## src/rtl/pvpc_pkg.sv

```systemverilog
// Shared types, codes and constants for the vibration PWM pulse controller.
// No dependencies; imported by every module of the block.
`default_nettype none

package pvpc_pkg;

  localparam int PWM_BITS_DEF  = 8;
  localparam int TIME_BITS_DEF = 32;
  localparam int DUTY_BITS     = 8;
  localparam int PCT_BITS      = 7;

  localparam logic [2:0] OP_TICK   = 3'd0;
  localparam logic [2:0] OP_LEVEL  = 3'd1;
  localparam logic [2:0] OP_ON     = 3'd2;
  localparam logic [2:0] OP_OFF    = 3'd3;
  localparam logic [2:0] OP_TIMED  = 3'd4;
  localparam logic [2:0] OP_PULSE  = 3'd5;

  localparam logic [1:0] MODE_IDLE  = 2'd0;
  localparam logic [1:0] MODE_TIMED = 2'd1;
  localparam logic [1:0] MODE_PON   = 2'd2;
  localparam logic [1:0] MODE_POFF  = 2'd3;

  localparam logic [PCT_BITS-1:0] PCT_FULL = 7'd100;
  localparam logic [7:0]          STRENGTH_MAX = 8'd100;
  localparam logic [7:0]          LEVEL_MAX = 8'd10;

  // x / 100 == (x * DIV100_MUL) >> DIV100_SHIFT for every x below 2^23
  localparam int                        DIV100_MUL_BITS = 24;
  localparam logic [DIV100_MUL_BITS-1:0] DIV100_MUL     = 24'd10737419;
  localparam int                        DIV100_SHIFT    = 30;

  localparam logic [PCT_BITS-1:0] LEVEL_PCT [0:10] = '{
    7'd0, 7'd25, 7'd33, 7'd41, 7'd50, 7'd58, 7'd66, 7'd75, 7'd83, 7'd91, 7'd100
  };

  typedef struct packed {
    logic [2:0]  opcode;
    logic [31:0] now_ms;
    logic [7:0]  level;
    logic        use_strength;
    logic [7:0]  strength_percent;
    logic [31:0] duration_ms;
    logic [7:0]  pulse_count;
    logic [31:0] pulse_on_ms;
    logic [31:0] pulse_off_ms;
  } pvpc_in_t;

  typedef struct packed {
    logic [DUTY_BITS-1:0] duty;
    logic                 active;
    logic [1:0]           mode_code;
  } pvpc_out_t;

  typedef struct packed {
    logic load;
    logic decode;
    logic mul_pct;
    logic div_pct;
    logic mul_duty;
    logic div_duty;
    logic emit;
  } pvpc_cmd_t;

  typedef struct packed {
    logic wr_pending;
  } pvpc_sts_t;

  function automatic logic [PCT_BITS-1:0] level_to_pct(input logic [7:0] lv);
    logic [3:0] idx;
    idx = (lv > LEVEL_MAX) ? 4'd10 : lv[3:0];
    return LEVEL_PCT[idx];
  endfunction

endpackage

`default_nettype wire

```

## src/rtl/pvpc_ctrl.sv

```systemverilog
// Sequencer for the vibration PWM pulse controller: steps one item through
// decode, percent and duty arithmetic, and result hand-off. Uses pvpc_pkg.
`default_nettype none

module pvpc_ctrl (
  input  wire logic                clk,
  input  wire logic                rst,
  input  wire logic                in_valid,
  output logic                     in_stall,
  output logic                     out_valid,
  input  wire logic                out_stall,
  output pvpc_pkg::pvpc_cmd_t      cmd,
  input  wire pvpc_pkg::pvpc_sts_t sts
);
  import pvpc_pkg::*;

  typedef enum logic [2:0] {
    S_IDLE,
    S_DECODE,
    S_MUL_PCT,
    S_DIV_PCT,
    S_MUL_DUTY,
    S_DIV_DUTY,
    S_EMIT
  } state_t;

  state_t state;
  state_t state_next;

  always_comb begin
    cmd        = '0;
    state_next = state;
    unique case (state)
      S_IDLE: begin
        cmd.load = in_valid;
        if (in_valid) state_next = S_DECODE;
      end
      S_DECODE: begin
        cmd.decode = 1'b1;
        state_next = S_MUL_PCT;
      end
      S_MUL_PCT: begin
        cmd.mul_pct = 1'b1;
        state_next  = sts.wr_pending ? S_DIV_PCT : S_EMIT;
      end
      S_DIV_PCT: begin
        cmd.div_pct = 1'b1;
        state_next  = S_MUL_DUTY;
      end
      S_MUL_DUTY: begin
        cmd.mul_duty = 1'b1;
        state_next   = S_DIV_DUTY;
      end
      S_DIV_DUTY: begin
        cmd.div_duty = 1'b1;
        state_next   = S_EMIT;
      end
      S_EMIT: begin
        cmd.emit = !out_valid || !out_stall;
        if (cmd.emit) state_next = S_IDLE;
      end
      default: state_next = S_IDLE;
    endcase
  end

  assign in_stall = (state != S_IDLE);

  always_ff @(posedge clk) begin
    if (rst) begin
      state     <= S_IDLE;
      out_valid <= 1'b0;
    end else begin
      state <= state_next;
      if (cmd.emit) out_valid <= 1'b1;
      else if (!out_stall) out_valid <= 1'b0;
    end
  end

endmodule

`default_nettype wire

```

## src/rtl/pvpc_datapath.sv

```systemverilog
// Datapath of the vibration PWM pulse controller: command decode, mode and
// timer state, percent and duty arithmetic, result register. Uses pvpc_pkg.
`default_nettype none

module pvpc_datapath #(
  parameter int PWM_BITS  = pvpc_pkg::PWM_BITS_DEF,
  parameter int TIME_BITS = pvpc_pkg::TIME_BITS_DEF
) (
  input  wire logic                clk,
  input  wire logic                rst,
  input  wire logic                cfg_we,
  input  wire logic                cfg_wdata,
  input  wire pvpc_pkg::pvpc_in_t  in_item,
  input  wire pvpc_pkg::pvpc_cmd_t cmd,
  output pvpc_pkg::pvpc_sts_t      sts,
  output pvpc_pkg::pvpc_out_t      out_item
);
  import pvpc_pkg::*;

  localparam int PP_W  = 2 * PCT_BITS;
  localparam int PQ_W  = PP_W + DIV100_MUL_BITS;
  localparam int DP_W  = PCT_BITS + PWM_BITS;
  localparam int DQ_W  = DP_W + DIV100_MUL_BITS;
  localparam int DX_W  = PWM_BITS + DUTY_BITS;
  localparam logic [PWM_BITS-1:0] PWM_MAX = '1;

  pvpc_in_t              item;
  logic                  active_high;
  logic [1:0]            mode;
  logic [TIME_BITS-1:0]  deadline;
  logic [7:0]            pulses_left;
  logic [TIME_BITS-1:0]  on_time;
  logic [TIME_BITS-1:0]  off_time;
  logic [PCT_BITS-1:0]   base_percent;
  logic [PCT_BITS-1:0]   command_percent;
  logic                  override_on;
  logic                  output_active;
  logic [PWM_BITS-1:0]   duty_now;
  logic                  wr_pending;
  logic                  en_pending;
  logic [PP_W-1:0]       pct_prod;
  logic [PCT_BITS-1:0]   eff;
  logic [DP_W-1:0]       duty_prod;

  logic [1:0]            mode_next;
  logic [TIME_BITS-1:0]  deadline_next;
  logic [7:0]            pulses_left_next;
  logic [TIME_BITS-1:0]  on_time_next;
  logic [TIME_BITS-1:0]  off_time_next;
  logic [PCT_BITS-1:0]   base_percent_next;
  logic [PCT_BITS-1:0]   command_percent_next;
  logic                  override_on_next;
  logic                  wr_next;
  logic                  en_next;

  logic [TIME_BITS-1:0]  now_t;
  logic [TIME_BITS-1:0]  dur_t;
  logic [TIME_BITS-1:0]  pon_t;
  logic [TIME_BITS-1:0]  poff_t;
  logic [TIME_BITS-1:0]  elapsed;
  logic                  reached;
  logic [TIME_BITS-1:0]  addend;
  logic [TIME_BITS-1:0]  due;
  logic [7:0]            pulses_dec;
  logic [PCT_BITS-1:0]   strength_pct;
  logic [PQ_W-1:0]       pct_quot;
  logic [DQ_W-1:0]       duty_quot;
  logic [PWM_BITS-1:0]   duty_raw;
  logic [PWM_BITS-1:0]   duty_pol;
  logic [DX_W-1:0]       duty_ext;

  assign now_t   = item.now_ms[TIME_BITS-1:0];
  assign dur_t   = item.duration_ms[TIME_BITS-1:0];
  assign pon_t   = item.pulse_on_ms[TIME_BITS-1:0];
  assign poff_t  = item.pulse_off_ms[TIME_BITS-1:0];
  assign elapsed = now_t - deadline;
  assign reached = !elapsed[TIME_BITS-1];
  assign due     = now_t + addend;

  assign pulses_dec   = (pulses_left != 8'd0) ? pulses_left - 8'd1 : 8'd0;
  assign strength_pct = (item.strength_percent > STRENGTH_MAX) ? PCT_FULL
                                                             : item.strength_percent[6:0];

  always_comb begin
    mode_next            = mode;
    deadline_next        = deadline;
    pulses_left_next     = pulses_left;
    on_time_next         = on_time;
    off_time_next        = off_time;
    base_percent_next    = base_percent;
    command_percent_next = command_percent;
    override_on_next     = override_on;
    wr_next              = 1'b0;
    en_next              = 1'b0;
    addend               = on_time;

    unique case (item.opcode)
      OP_TICK: begin
        unique case (mode)
          MODE_TIMED: begin
            if (reached) begin
              override_on_next = 1'b0;
              mode_next        = MODE_IDLE;
              wr_next          = 1'b1;
            end
          end
          MODE_PON: begin
            addend = off_time;
            if (reached) begin
              wr_next       = 1'b1;
              mode_next     = MODE_POFF;
              deadline_next = due;
            end
          end
          MODE_POFF: begin
            if (reached) begin
              pulses_left_next = pulses_dec;
              wr_next          = 1'b1;
              if (pulses_dec == 8'd0) begin
                mode_next        = MODE_IDLE;
                override_on_next = 1'b0;
              end else begin
                en_next       = 1'b1;
                mode_next     = MODE_PON;
                deadline_next = due;
              end
            end
          end
          default: begin
          end
        endcase
      end
      OP_LEVEL: begin
        base_percent_next = level_to_pct(item.level);
        wr_next           = 1'b1;
        unique case (mode)
          MODE_POFF: en_next = 1'b0;
          MODE_IDLE: en_next = output_active;
          default:   en_next = 1'b1;
        endcase
      end
      OP_ON: begin
        override_on_next = item.use_strength;
        if (item.use_strength) command_percent_next = strength_pct;
        mode_next = MODE_IDLE;
        wr_next   = 1'b1;
        en_next   = 1'b1;
      end
      OP_OFF: begin
        override_on_next = 1'b0;
        mode_next        = MODE_IDLE;
        wr_next          = 1'b1;
      end
      OP_TIMED: begin
        addend  = dur_t;
        wr_next = 1'b1;
        if (dur_t == '0) begin
          override_on_next = 1'b0;
          mode_next        = MODE_IDLE;
        end else begin
          override_on_next = item.use_strength;
          if (item.use_strength) command_percent_next = strength_pct;
          en_next       = 1'b1;
          mode_next     = MODE_TIMED;
          deadline_next = due;
        end
      end
      OP_PULSE: begin
        addend  = pon_t;
        wr_next = 1'b1;
        if (item.pulse_count == 8'd0 || pon_t == '0) begin
          override_on_next = 1'b0;
          mode_next        = MODE_IDLE;
        end else begin
          override_on_next = item.use_strength;
          if (item.use_strength) command_percent_next = strength_pct;
          on_time_next     = pon_t;
          off_time_next    = poff_t;
          pulses_left_next = item.pulse_count;
          en_next          = 1'b1;
          mode_next        = MODE_PON;
          deadline_next    = due;
        end
      end
      default: begin
      end
    endcase
  end

  assign pct_quot  = PQ_W'(pct_prod) * PQ_W'(DIV100_MUL);
  assign duty_quot = DQ_W'(duty_prod) * DQ_W'(DIV100_MUL);
  assign duty_raw  = en_pending ? duty_quot[DIV100_SHIFT +: PWM_BITS] : '0;
  assign duty_pol  = active_high ? duty_raw : PWM_MAX - duty_raw;

  always_ff @(posedge clk) begin
    if (rst) begin
      active_high     <= 1'b1;
      mode            <= MODE_IDLE;
      deadline        <= '0;
      pulses_left     <= 8'd0;
      on_time         <= '0;
      off_time        <= '0;
      base_percent    <= PCT_FULL;
      command_percent <= PCT_FULL;
      override_on     <= 1'b0;
      output_active   <= 1'b0;
      duty_now        <= '0;
      wr_pending      <= 1'b0;
      en_pending      <= 1'b0;
    end else begin
      if (cfg_we) active_high <= cfg_wdata;
      if (cmd.decode) begin
        mode            <= mode_next;
        deadline        <= deadline_next;
        pulses_left     <= pulses_left_next;
        on_time         <= on_time_next;
        off_time        <= off_time_next;
        base_percent    <= base_percent_next;
        command_percent <= command_percent_next;
        override_on     <= override_on_next;
        wr_pending      <= wr_next;
        en_pending      <= en_next;
      end
      if (cmd.div_duty && wr_pending) begin
        duty_now      <= duty_pol;
        output_active <= en_pending && (eff != '0);
      end
    end
  end

  always_ff @(posedge clk) begin
    if (cmd.load) item <= in_item;
    if (cmd.mul_pct) pct_prod <= PP_W'(base_percent) * PP_W'(command_percent);
    if (cmd.div_pct) eff <= override_on ? pct_quot[DIV100_SHIFT +: PCT_BITS] : base_percent;
    if (cmd.mul_duty) duty_prod <= DP_W'(eff) * DP_W'(PWM_MAX);
    if (cmd.emit) begin
      out_item.duty      <= duty_ext[DUTY_BITS-1:0];
      out_item.active    <= output_active;
      out_item.mode_code <= mode;
    end
  end

  assign duty_ext       = DX_W'(duty_now);
  assign sts.wr_pending = wr_pending;

endmodule

`default_nettype wire

```

## src/rtl/pwm_vibration_pulse_controller.sv

```systemverilog
// An item is decoded, then runs the percent and duty multiply-by-reciprocal
// divide-by-100 passes on the shared sequencer and is emitted when the duty is
// rewritten; a command that leaves the duty alone goes from the percent multiply to
// emit. One item is in work at a time; none is taken until the last is emitted.
// Reset (rst, synchronous): mode idle, duty 0, inactive, percents 100, active_high 1.
`default_nettype none

module pwm_vibration_pulse_controller #(
  parameter int PWM_BITS  = pvpc_pkg::PWM_BITS_DEF,
  parameter int TIME_BITS = pvpc_pkg::TIME_BITS_DEF
) (
  input  wire logic               clk,
  input  wire logic               rst,
  input  wire logic               cfg_we,
  input  wire logic               cfg_wdata,
  input  wire logic               in_valid,
  output logic                    in_stall,
  input  wire pvpc_pkg::pvpc_in_t in_item,
  output logic                    out_valid,
  input  wire logic               out_stall,
  output pvpc_pkg::pvpc_out_t     out_item
);
  import pvpc_pkg::*;

  pvpc_cmd_t cmd;
  pvpc_sts_t sts;

  pvpc_ctrl u_ctrl (
    .clk       (clk),
    .rst       (rst),
    .in_valid  (in_valid),
    .in_stall  (in_stall),
    .out_valid (out_valid),
    .out_stall (out_stall),
    .cmd       (cmd),
    .sts       (sts)
  );

  pvpc_datapath #(
    .PWM_BITS  (PWM_BITS),
    .TIME_BITS (TIME_BITS)
  ) u_datapath (
    .clk       (clk),
    .rst       (rst),
    .cfg_we    (cfg_we),
    .cfg_wdata (cfg_wdata),
    .in_item   (in_item),
    .cmd       (cmd),
    .sts       (sts),
    .out_item  (out_item)
  );

endmodule

`default_nettype wire

```

## config.mk

```make
export PLATFORM = sky130hd
export DESIGN_NAME = pwm_vibration_pulse_controller
export DESIGN_NICKNAME = d
export VERILOG_FILES = /design/src/rtl/pvpc_pkg.sv /design/src/rtl/pvpc_ctrl.sv /design/src/rtl/pvpc_datapath.sv /design/src/rtl/pwm_vibration_pulse_controller.sv
export SDC_FILE = /design/constraint.sdc
export NUM_CORES = 1
export LEC_CHECK = 0
export ABC_AREA = 1
export BUFFER_PORTS_ARGS = -buffer_cell sky130_fd_sc_hd__buf_2
export CAP_MARGIN = 20
export CORE_ASPECT_RATIO = 2
export CORE_MARGIN = 1.5
export CORE_UTILIZATION = 45
export CTS_CLUSTER_DIAMETER = 150
export DETAILED_ROUTE_END_ITERATION = 10
export PLACE_DENSITY = 0.72
export SYNTH_ARGS = -nofsm -noshare
export SYNTH_HDL_FRONTEND = slang
export SYNTH_HIERARCHICAL = 1
export SYNTH_SLANG_ARGS = --single-unit
```

## constraint.sdc

```tcl
create_clock -name clk -period 12.8 [get_ports clk]
set_clock_uncertainty 0.05 [all_clocks]
set_input_delay 3.84 -clock clk [delete_from_list [all_inputs] [get_ports clk]]
set_output_delay 3.84 -clock clk [all_outputs]
set_load 0.03 [all_outputs]
```

==> impl_results.md <==
- Outcome: finished, final reports clean
- R2r setup slk: 6.76 ns
- TNS Setup: 0 ns
- GPL Wtd Cong: 1.04
- Via total after detailed routing: 24405
- H-tree depth: 1
- Row count: 135
- Net Count, Synth: 4437
- Post-CTS setup buffer count: 0
- Clock Sinks: 340
- EDFF count, synth: 203
- First DRT Iteration DRCs: 1256
- Average wire per standard cell: 19.3 um
- Fin nets: 4580
- DIE AREA: 0.0700 mm2
- Vias in the first global route: 25579
- Hold path cells: 0
- Clk slew on worst S/H paths: 0.07 ns
- Initial antenna violation count: 13
- R2r endpoint: u_datapath/eff[0]$_DFFE_PP_
- Commonest cells after routing, fill and taps aside: inv_1 (752), nand2_1 (589), ha_1 (428), nor2_1 (263), fa_1 (254)
- Share of Yosys cell area claimed by the top area cell type: 19.8%
- DR pass1 iterations: 7
- TritonCTS clock tree: built
- Final setup fails: 0
- Worst r2r src: u_datapath/pct_prod[12]$_DFFE_PP_
- Final Hold Fails: 0
- Die width: 188 um
- Slew headroom: 25.7%
- Critical Path RT: 13.13 ns
- Commonest non-fill, non-tap cell in the layout: inv_1
- Post-synthesis cell area: 0.0307 mm2
- Unrepaired setup endpoints after global routing: false
- Clock Latency Late Sink: 0.64 ns
- CTS resizes: 0
- CP dominant cell by count: fa_1
- Hold Crit Endpoint: u_datapath/out_item[10]$_DFFE_PP_
- CP Capture Type: flip-flop
- GRT Total Usage: 26.0%
- Synth Register Bits: 340
- Mean Syn Cell Area: 8.56 um2
- Crit Path Category: flip-flop to flip-flop
- Die height: 373 um
- Final Max Tran Viols: 0
- Slew @ Worst Pin: 1.10 ns
- Maximum clock path buffer count: 3
- Synth area leaders: edfxtp_1 (20%), ha_1 (17%), fa_1 (17%), inv_1 (9.2%), dfxtp_1 (8.9%)
- Vias per inst: 5.25
- Core ar.: 0.0677 mm2
- Antenna Violating Nets Remaining: 0
- Mapped Cells: 3592
- Worst hold path class: flip-flop to flip-flop
- Arrival time at the worst endpoint: 6.36 ns
- HPWL Detailed: 75.9 mm
- Largest net degree at the start of global routing: 97
- Fmax: 166 MHz
- Largest fanout on the critical path: 8
- Hold buffer count at CTS: 0
- Final period util: 47.2%
- Layout area overhead: 9.27%
- Critical path, cell by cell: fa_1, inv_1, fa_1, inv_1, fa_1, fa_1, fa_1, fa_1, ha_1, nand2_1, inv_1, a21oi_1, o21ai_0, a221oi_1, nand3_1, nand3_1, o21ai_0
- Critical path buffers and inverters: 3
- Share of cells above drive strength 1: 7.39%
- Max incr delay on CP: 0.64 ns
- First-pass GRT wire length: 138 mm
- Yosys warnings: 6
- DRC violations left: 0
- Distinct cells, synth: 53
- Async SR Flop Fraction: 0%
- Clock Tree Root: clkbuf_16
- GRT overflow: 0
- FF-to-FF path depth: 17
- CP max-delay cell: fa_1
- Io pins: 175
- Final wirelength: 89.7 mm
- Post-synth top area cell: edfxtp_1
- Post-synthesis sequential area ratio: 28.8%
- Startpoint Class: flip-flop
- Main synth FF type: edfxtp_1
- PortBufs: 174
- Total CTS buffers: 31
- Starting Density: 45.4%
- Maxcap violations: 0
- Min-delay src: u_datapath/duty_now[7]$_SDFFE_PP0P_
- Min cycle time layout: 6.04 ns
- Top delay family on crit path: adder cells
==> sequential cells by signal (all words and copies together), names as in the netlist, 2 cells and up <==
| register | cells |
|---|---|
| u_datapath/duty_now | 8 |
| u_datapath/mode | 2 |
| u_ctrl/state | 3 |
| u_datapath/command_percent | 7 |
| u_datapath/on_time | 32 |
| u_datapath/eff | 7 |
| u_datapath/now_t | 32 |
| u_datapath/duty_prod | 15 |
| u_datapath/deadline | 32 |
| u_datapath/pulses_left | 8 |
| u_datapath/pon_t | 32 |
| u_datapath/item | 28 |
| u_datapath/poff_t | 32 |
| u_datapath/base_percent | 7 |
| u_datapath/out_item | 11 |
| u_datapath/off_time | 32 |
| u_datapath/pct_prod | 14 |
| u_datapath/dur_t | 32 |
==> per-stage QoR <==
stage                     utilization (%)  cell area (um2)  cells  hold WS (ns)  setup slack, ns
after global routing                 49.6            33600   4651         0.405             6.50
after floorplan                         -            30700   3592         0.359             1.76
after global placement               48.0            32500   4591         0.372             6.57
after detailed placement             48.0            32500   4592         0.378             6.56
after CTS                            49.6            33600   4650         0.391             6.81
final                                49.6            33600   4651         0.396             6.76
==> how the worst max path moves through the flow <==
stage / start / endpoint / depth (start not counted)
detailed placement: in_valid / u_datapath/poff_t[13]$_DFFE_PP_ / 5
global route: u_datapath/duty_prod[6]$_DFFE_PP_ / u_datapath/duty_now[4]$_SDFFE_PP0P_ / 23
finish: u_datapath/pct_prod[12]$_DFFE_PP_ / u_datapath/eff[0]$_DFFE_PP_ / 17
global placement: in_valid / u_datapath/poff_t[15]$_DFFE_PP_ / 5
floorplan: in_valid / u_datapath/dur_t[0]$_DFFE_PP_ / 2
CTS: u_datapath/pct_prod[12]$_DFFE_PP_ / u_datapath/eff[0]$_DFFE_PP_ / 17
==> Yosys cell counts, types with 5 or more instances <==
cell and count:
o21a_1 9, o21ai_1 10, o211ai_1 9, buf_2 7
a31oi_1 10, nand4_1 49, nand3_2 5, o22ai_1 21
o21ai_0 187, clkbuf_1 57, ha_1 429, o21bai_1 10
fa_1 254, nor4_1 9, buf_4 5, a21oi_1 253
a21o_1 18, nor3_1 29, xnor2_1 23, nand3_1 133
nand2_1 590, inv_1 752, dfxtp_1 137, xor2_1 37
edfxtp_1 203, a221oi_1 13, inv_2 12, nor2_1 265
==> layout make-up <==
| cell class | count | area, um2 |
|---|---|---|
| multi-input cells | 2410 | 18700 |
| diodes | 1 | 2.50 |
| clock inverters | 21 | 283 |
| well taps | 890 | 1110 |
| fillers | 6384 | 34100 |
| flip-flops and latches | 340 | 8840 |
| repair buffers | 185 | 957 |
| clock buffers | 37 | 798 |
| inverters | 767 | 2880 |
==> layer usage <==
| metal | GRT usage [%] | part of all wire, % | routed length [um] | vias up |
|---|---|---|---|---|
| met5 | 0 | 0.052 | 47 | - |
| met3 | 2.76 | 3.5 | 3170 | 359 |
| met4 | 25.6 | 12 | 10700 | 8 |
| met2 | 49.7 | 53 | 47800 | 762 |
| met1 | 22.7 | 31 | 27900 | 11398 |
| li1 | - | - | - | 11878 |
==> cell families (layout without fill, tap and decap cells) <==
| family | Yosys count | in the layout | synth area share [%] |
|---|---|---|---|
| other cells | 0 | 1 | 0 |
| compound gates | 561 | 561 | 10.0 |
| simple gates | 1106 | 1106 | 15.1 |
| xor+xnor | 60 | 60 | 1.71 |
| fa+ha+maj | 683 | 683 | 34.0 |
| flops | 340 | 340 | 28.8 |
| buf+inv | 842 | 1010 | 10.4 |
Power is left out: the tool's default activity adds up to more than one toggle a clock period on the data nets, which glitch-free logic cannot reach.
